<file path="src/rtl/min_sum_of_segment_max_partition_macros.svh">
// Assertion macros for the partition search top-level RTL
`ifndef MIN_SUM_OF_SEGMENT_MAX_PARTITION_MACROS_SVH
`define MIN_SUM_OF_SEGMENT_MAX_PARTITION_MACROS_SVH

// Check a condition at every clock edge outside reset
`define MSMP_ASSERT(name, cond, msg) \
    name: assert property (@(posedge clk) disable iff (!rst_n) (cond)) else $error(msg);

// Check that a trigger is followed by a condition on the next edge
`define MSMP_ASSERT_NEXT(name, trig, cond, msg) \
    name: assert property (@(posedge clk) disable iff (!rst_n) (trig) |=> (cond)) \
        else $error(msg);

`endif

</file>
<file path="src/rtl/msmp_ram.sv">
// Generic single-write, single-read RAM with registered read data
module msmp_ram #(
    parameter int WIDTH  = 8,
    parameter int DEPTH  = 16,
    parameter int ADDR_W = (DEPTH > 1) ? $clog2(DEPTH) : 1
) (
    input  logic              clk,
    input  logic              we,
    input  logic [ADDR_W-1:0] waddr,
    input  logic [WIDTH-1:0]  wdata,
    input  logic [ADDR_W-1:0] raddr,
    output logic [WIDTH-1:0]  rdata
);

    logic [WIDTH-1:0] mem_reg [DEPTH];
    logic [WIDTH-1:0] rdata_reg;

    always_ff @(posedge clk)
    begin
        if (we)
        begin
            mem_reg[waddr] <= wdata;
        end
        rdata_reg <= mem_reg[raddr];
    end

    assign rdata = rdata_reg;

endmodule

</file>
<file path="config.mk">
export PLATFORM = sky130hd
export DESIGN_NAME = msmp_ram
export DESIGN_NICKNAME = d
export VERILOG_FILES = /design/src/rtl/min_sum_of_segment_max_partition_macros.svh /design/src/rtl/msmp_ram.sv
export SDC_FILE = /design/constraint.sdc
export NUM_CORES = 1
export LEC_CHECK = 0
export BUFFER_PORTS_ARGS = -buffer_cell sky130_fd_sc_hd__buf_2
export CORE_MARGIN = 2
export CORE_UTILIZATION = 30
export CTS_CLUSTER_DIAMETER = 100
export DETAILED_ROUTE_END_ITERATION = 10
export MAX_ROUTING_LAYER = met4
export SETUP_SLACK_MARGIN = 0.02
export SYNTH_ARGS = -nofsm -noshare
export SYNTH_HDL_FRONTEND = slang
export SYNTH_SLANG_ARGS = --single-unit
</file>
<file path="constraint.sdc">
create_clock -name clk -period 3.8 [get_ports clk]
set_clock_uncertainty 0.1 [all_clocks]
set_input_delay 0.19 -clock clk [delete_from_list [all_inputs] [get_ports clk]]
set_output_delay 0.19 -clock clk [all_outputs]
set_load 0.02 [all_outputs]
</file>
==> impl_results.md <==
* Num CTS Buffers at 17
* Status: finished clean
* Via density at around 5
* Cell with the most instances after synthesis: edfxtp_1
* Final nets at between 200 and 300
* Fin. Hold Viols at 0
* Drt initial violations at approximately 210
* Critical path data required time at between 3000 and 4000 ps
* Top post-synthesis cells by area: edfxtp_1, mux4_2, mux4_1, dfxtp_1, a22oi_1
* Post-Syn Instances at 229
* GR Overflow Total at 0
* FP Rows at 47
* RSZ-0062 raised after global routing: false
* Seq/Total Area, Yosys at 77.8%
* Slowest CP cell: mux4_1
* Residual DRC at 0
* Largest net degree at the start of global routing at 33
* EDFF count, synth at 128
* Detailed placement HPWL at 6430 microns
* Pwr dens at just under 600 nW/um^2
* Port Buffers at 25
* Ys async rst share at 0%
* Post-Synthesis Cell Area at 5150 sq um
* #FFs+latches synth at approximately 140
* Worst-Margin Slew at roughly 950 ps
* CTS tree: built
* Via count at about 2400
* Number of global-route vias before repair at 2538
* I/O Pins at 26
* Post-Syn Nets at 247
* Die Area at approximately 18000 sq um
* Setup Viol. Count Final at 0
* Initial antenna violation count at 0
* YS warnings at 0
* Element type at the critical path start: input pin
* Synth top area share at around three quarters
* Setup Buffers After CTS at 0
* Post-CTS sizing at 0
* Slew Viols, Final at 0
* Post-route ant nets at 0
* CTS Sinks at approximately 140
* Peak Freq at around 0.57 GHz
* Die Width at ~130 microns
* Crit path max fanout at 21
* WP data arrival at 1950 ps
* Core footprint at roughly 17000 sq um
* Max reg flops at 128
* Initial Utilization at 30.8%
* GRT Util Overall at 12.4%
* Leak at 2.04 nW
* Area leader, netlist: edfxtp_1
* CTS Buffer Depth at 2
* Max-cap violations at 0
* Top cells by count, synth: edfxtp_1, mux4_2, a22oi_1
* Avg Inst Size Synth at ~22 sq um
* Worst vdd ir at between 0.3 and 0.4 mV
* Synth unique cells at 19
* Most used flip-flop cell after synthesis: edfxtp_1
* Largest incremental delay on the critical path at 570 ps
* Period minus WS final at 1760 ps
* # hold bufs at CTS at 0
* Crit end category: register
* Root cell of the clock tree: clkbuf_16
* Buf+Inv Stages, Crit Path at 2
* Maximum level of the CTS H-tree at 4
* First-pass GRT wire length at between 15000 and 20000 microns
* Area Growth Syn to Fin at 19.5%
* Worst-Skew Late Latency at 410 ps
* Critical path's top delay family: buffers and inverters
* Routed length per instance at between 20 and 25 microns
* Die height at between 100 and 150 microns
* Clk slew on worst S/H paths at around 60 ps
* DRT Pass-1 Iters at 4
* Filler instances at between 1500 and 2000
* Slew HR at 36.4%
* Layout cell share with drive strength beyond 1 at between 20 and 30%
* Period utilisation layout at between 40% and 50%
* Crit Path Class: input pin to register
* Diode count at 0
* Ordered cell list for the critical path: buf_2, buf_4, mux4_1, a22oi_1, nand2_1
* Hold WC Path Type: input pin to register
* Total power at ~0.0036 W
* Post-Route WL at about 10000 microns
* Final setup TNS at 0 ps
* Gpl congestion at just under 0.8
-- kinds of logic after synthesis --
| kind of cell | synth area share, % |
|---|---|
| mux | 15.0 |
| buf+inv | 1.68 |
| simple gates | 3.18 |
| flops | 77.8 |
| compound gates | 2.33 |
-- metal layers --
| metal | up-vias | GRT usage (%) | part of all wire (%) |
|---|---|---|---|
| li1 | 1061 | - | - |
| met1 | 1268 | 16.6 | 44 |
| met2 | 99 | 18.3 | 48 |
| met3 | 10 | 3.53 | 7.9 |
| met4 | 0 | 4.34 | 0.76 |
| met5 | - | - | 0 |
-- where the power goes --
part,total (W),internal [W],switching [W]
sequential,0.00169,0.00168,0.0000111
combinational,0.000160,0.0000618,0.0000982
clock,0.00178,0.00117,0.000612
total,0.00363,0.00291,0.000721
-- layout make-up --
class | count | area [sq um] | area share [%]
multi-input combinational | 83 | 1060 | 17.2
clock inverter | 15 | 221 | 3.60
sequential | 136 | 4000 | 65.1
clock buffer | 17 | 425 | 6.91
tap | 220 | 275 | 4.47
timing repair buffer | 31 | 170 | 2.77
-- layout by cell type, fill, tap and decap left out, drive strengths merged --
cell      count
clkbuf       17
and2          1
bufinv        5
nor2b         1
a22oi        16
nand3b        2
dfxtp         8
nand2b        2
buf          31
edfxtp      128
clkinv        5
inv           4
nand3         1
or3b          1
nor2         13
and2b         1
nor3          4
nand2         9
clkinvlp      1
mux4         32
-- final timing paths --
check                            endpoint  slack [ps]  depth (start not counted)                      from
setup reg to reg         rdata[1]$_DFF_P_        2290                          3   mem_reg[1][1]$_DFFE_PP_
hold reg to reg          rdata[2]$_DFF_P_         570                          3  mem_reg[11][2]$_DFFE_PP_
hold / removal    mem_reg[2][4]$_DFFE_PP_          60                          1                  wdata[4]
setup / recovery         rdata[3]$_DFF_P_        2040                          5                  raddr[0]
-- through the flow --
step / hold slack, ps / utilization (%) / setup slack [ps] / cell area, sq um / instances
finish: 59.4 / 36.8 / 2040 / 6150 / 502
floorplan: 189 / - / 2020 / 5150 / 229
global placement: 480 / 32.9 / 1370 / 5500 / 469
global route: 70.5 / 36.8 / 1960 / 6150 / 502
detailed placement: 490 / 33.0 / 1600 / 5510 / 470
CTS: 50.7 / 36.8 / 2030 / 6150 / 502
No activity file was read; power rests on OpenSTA's default activity.
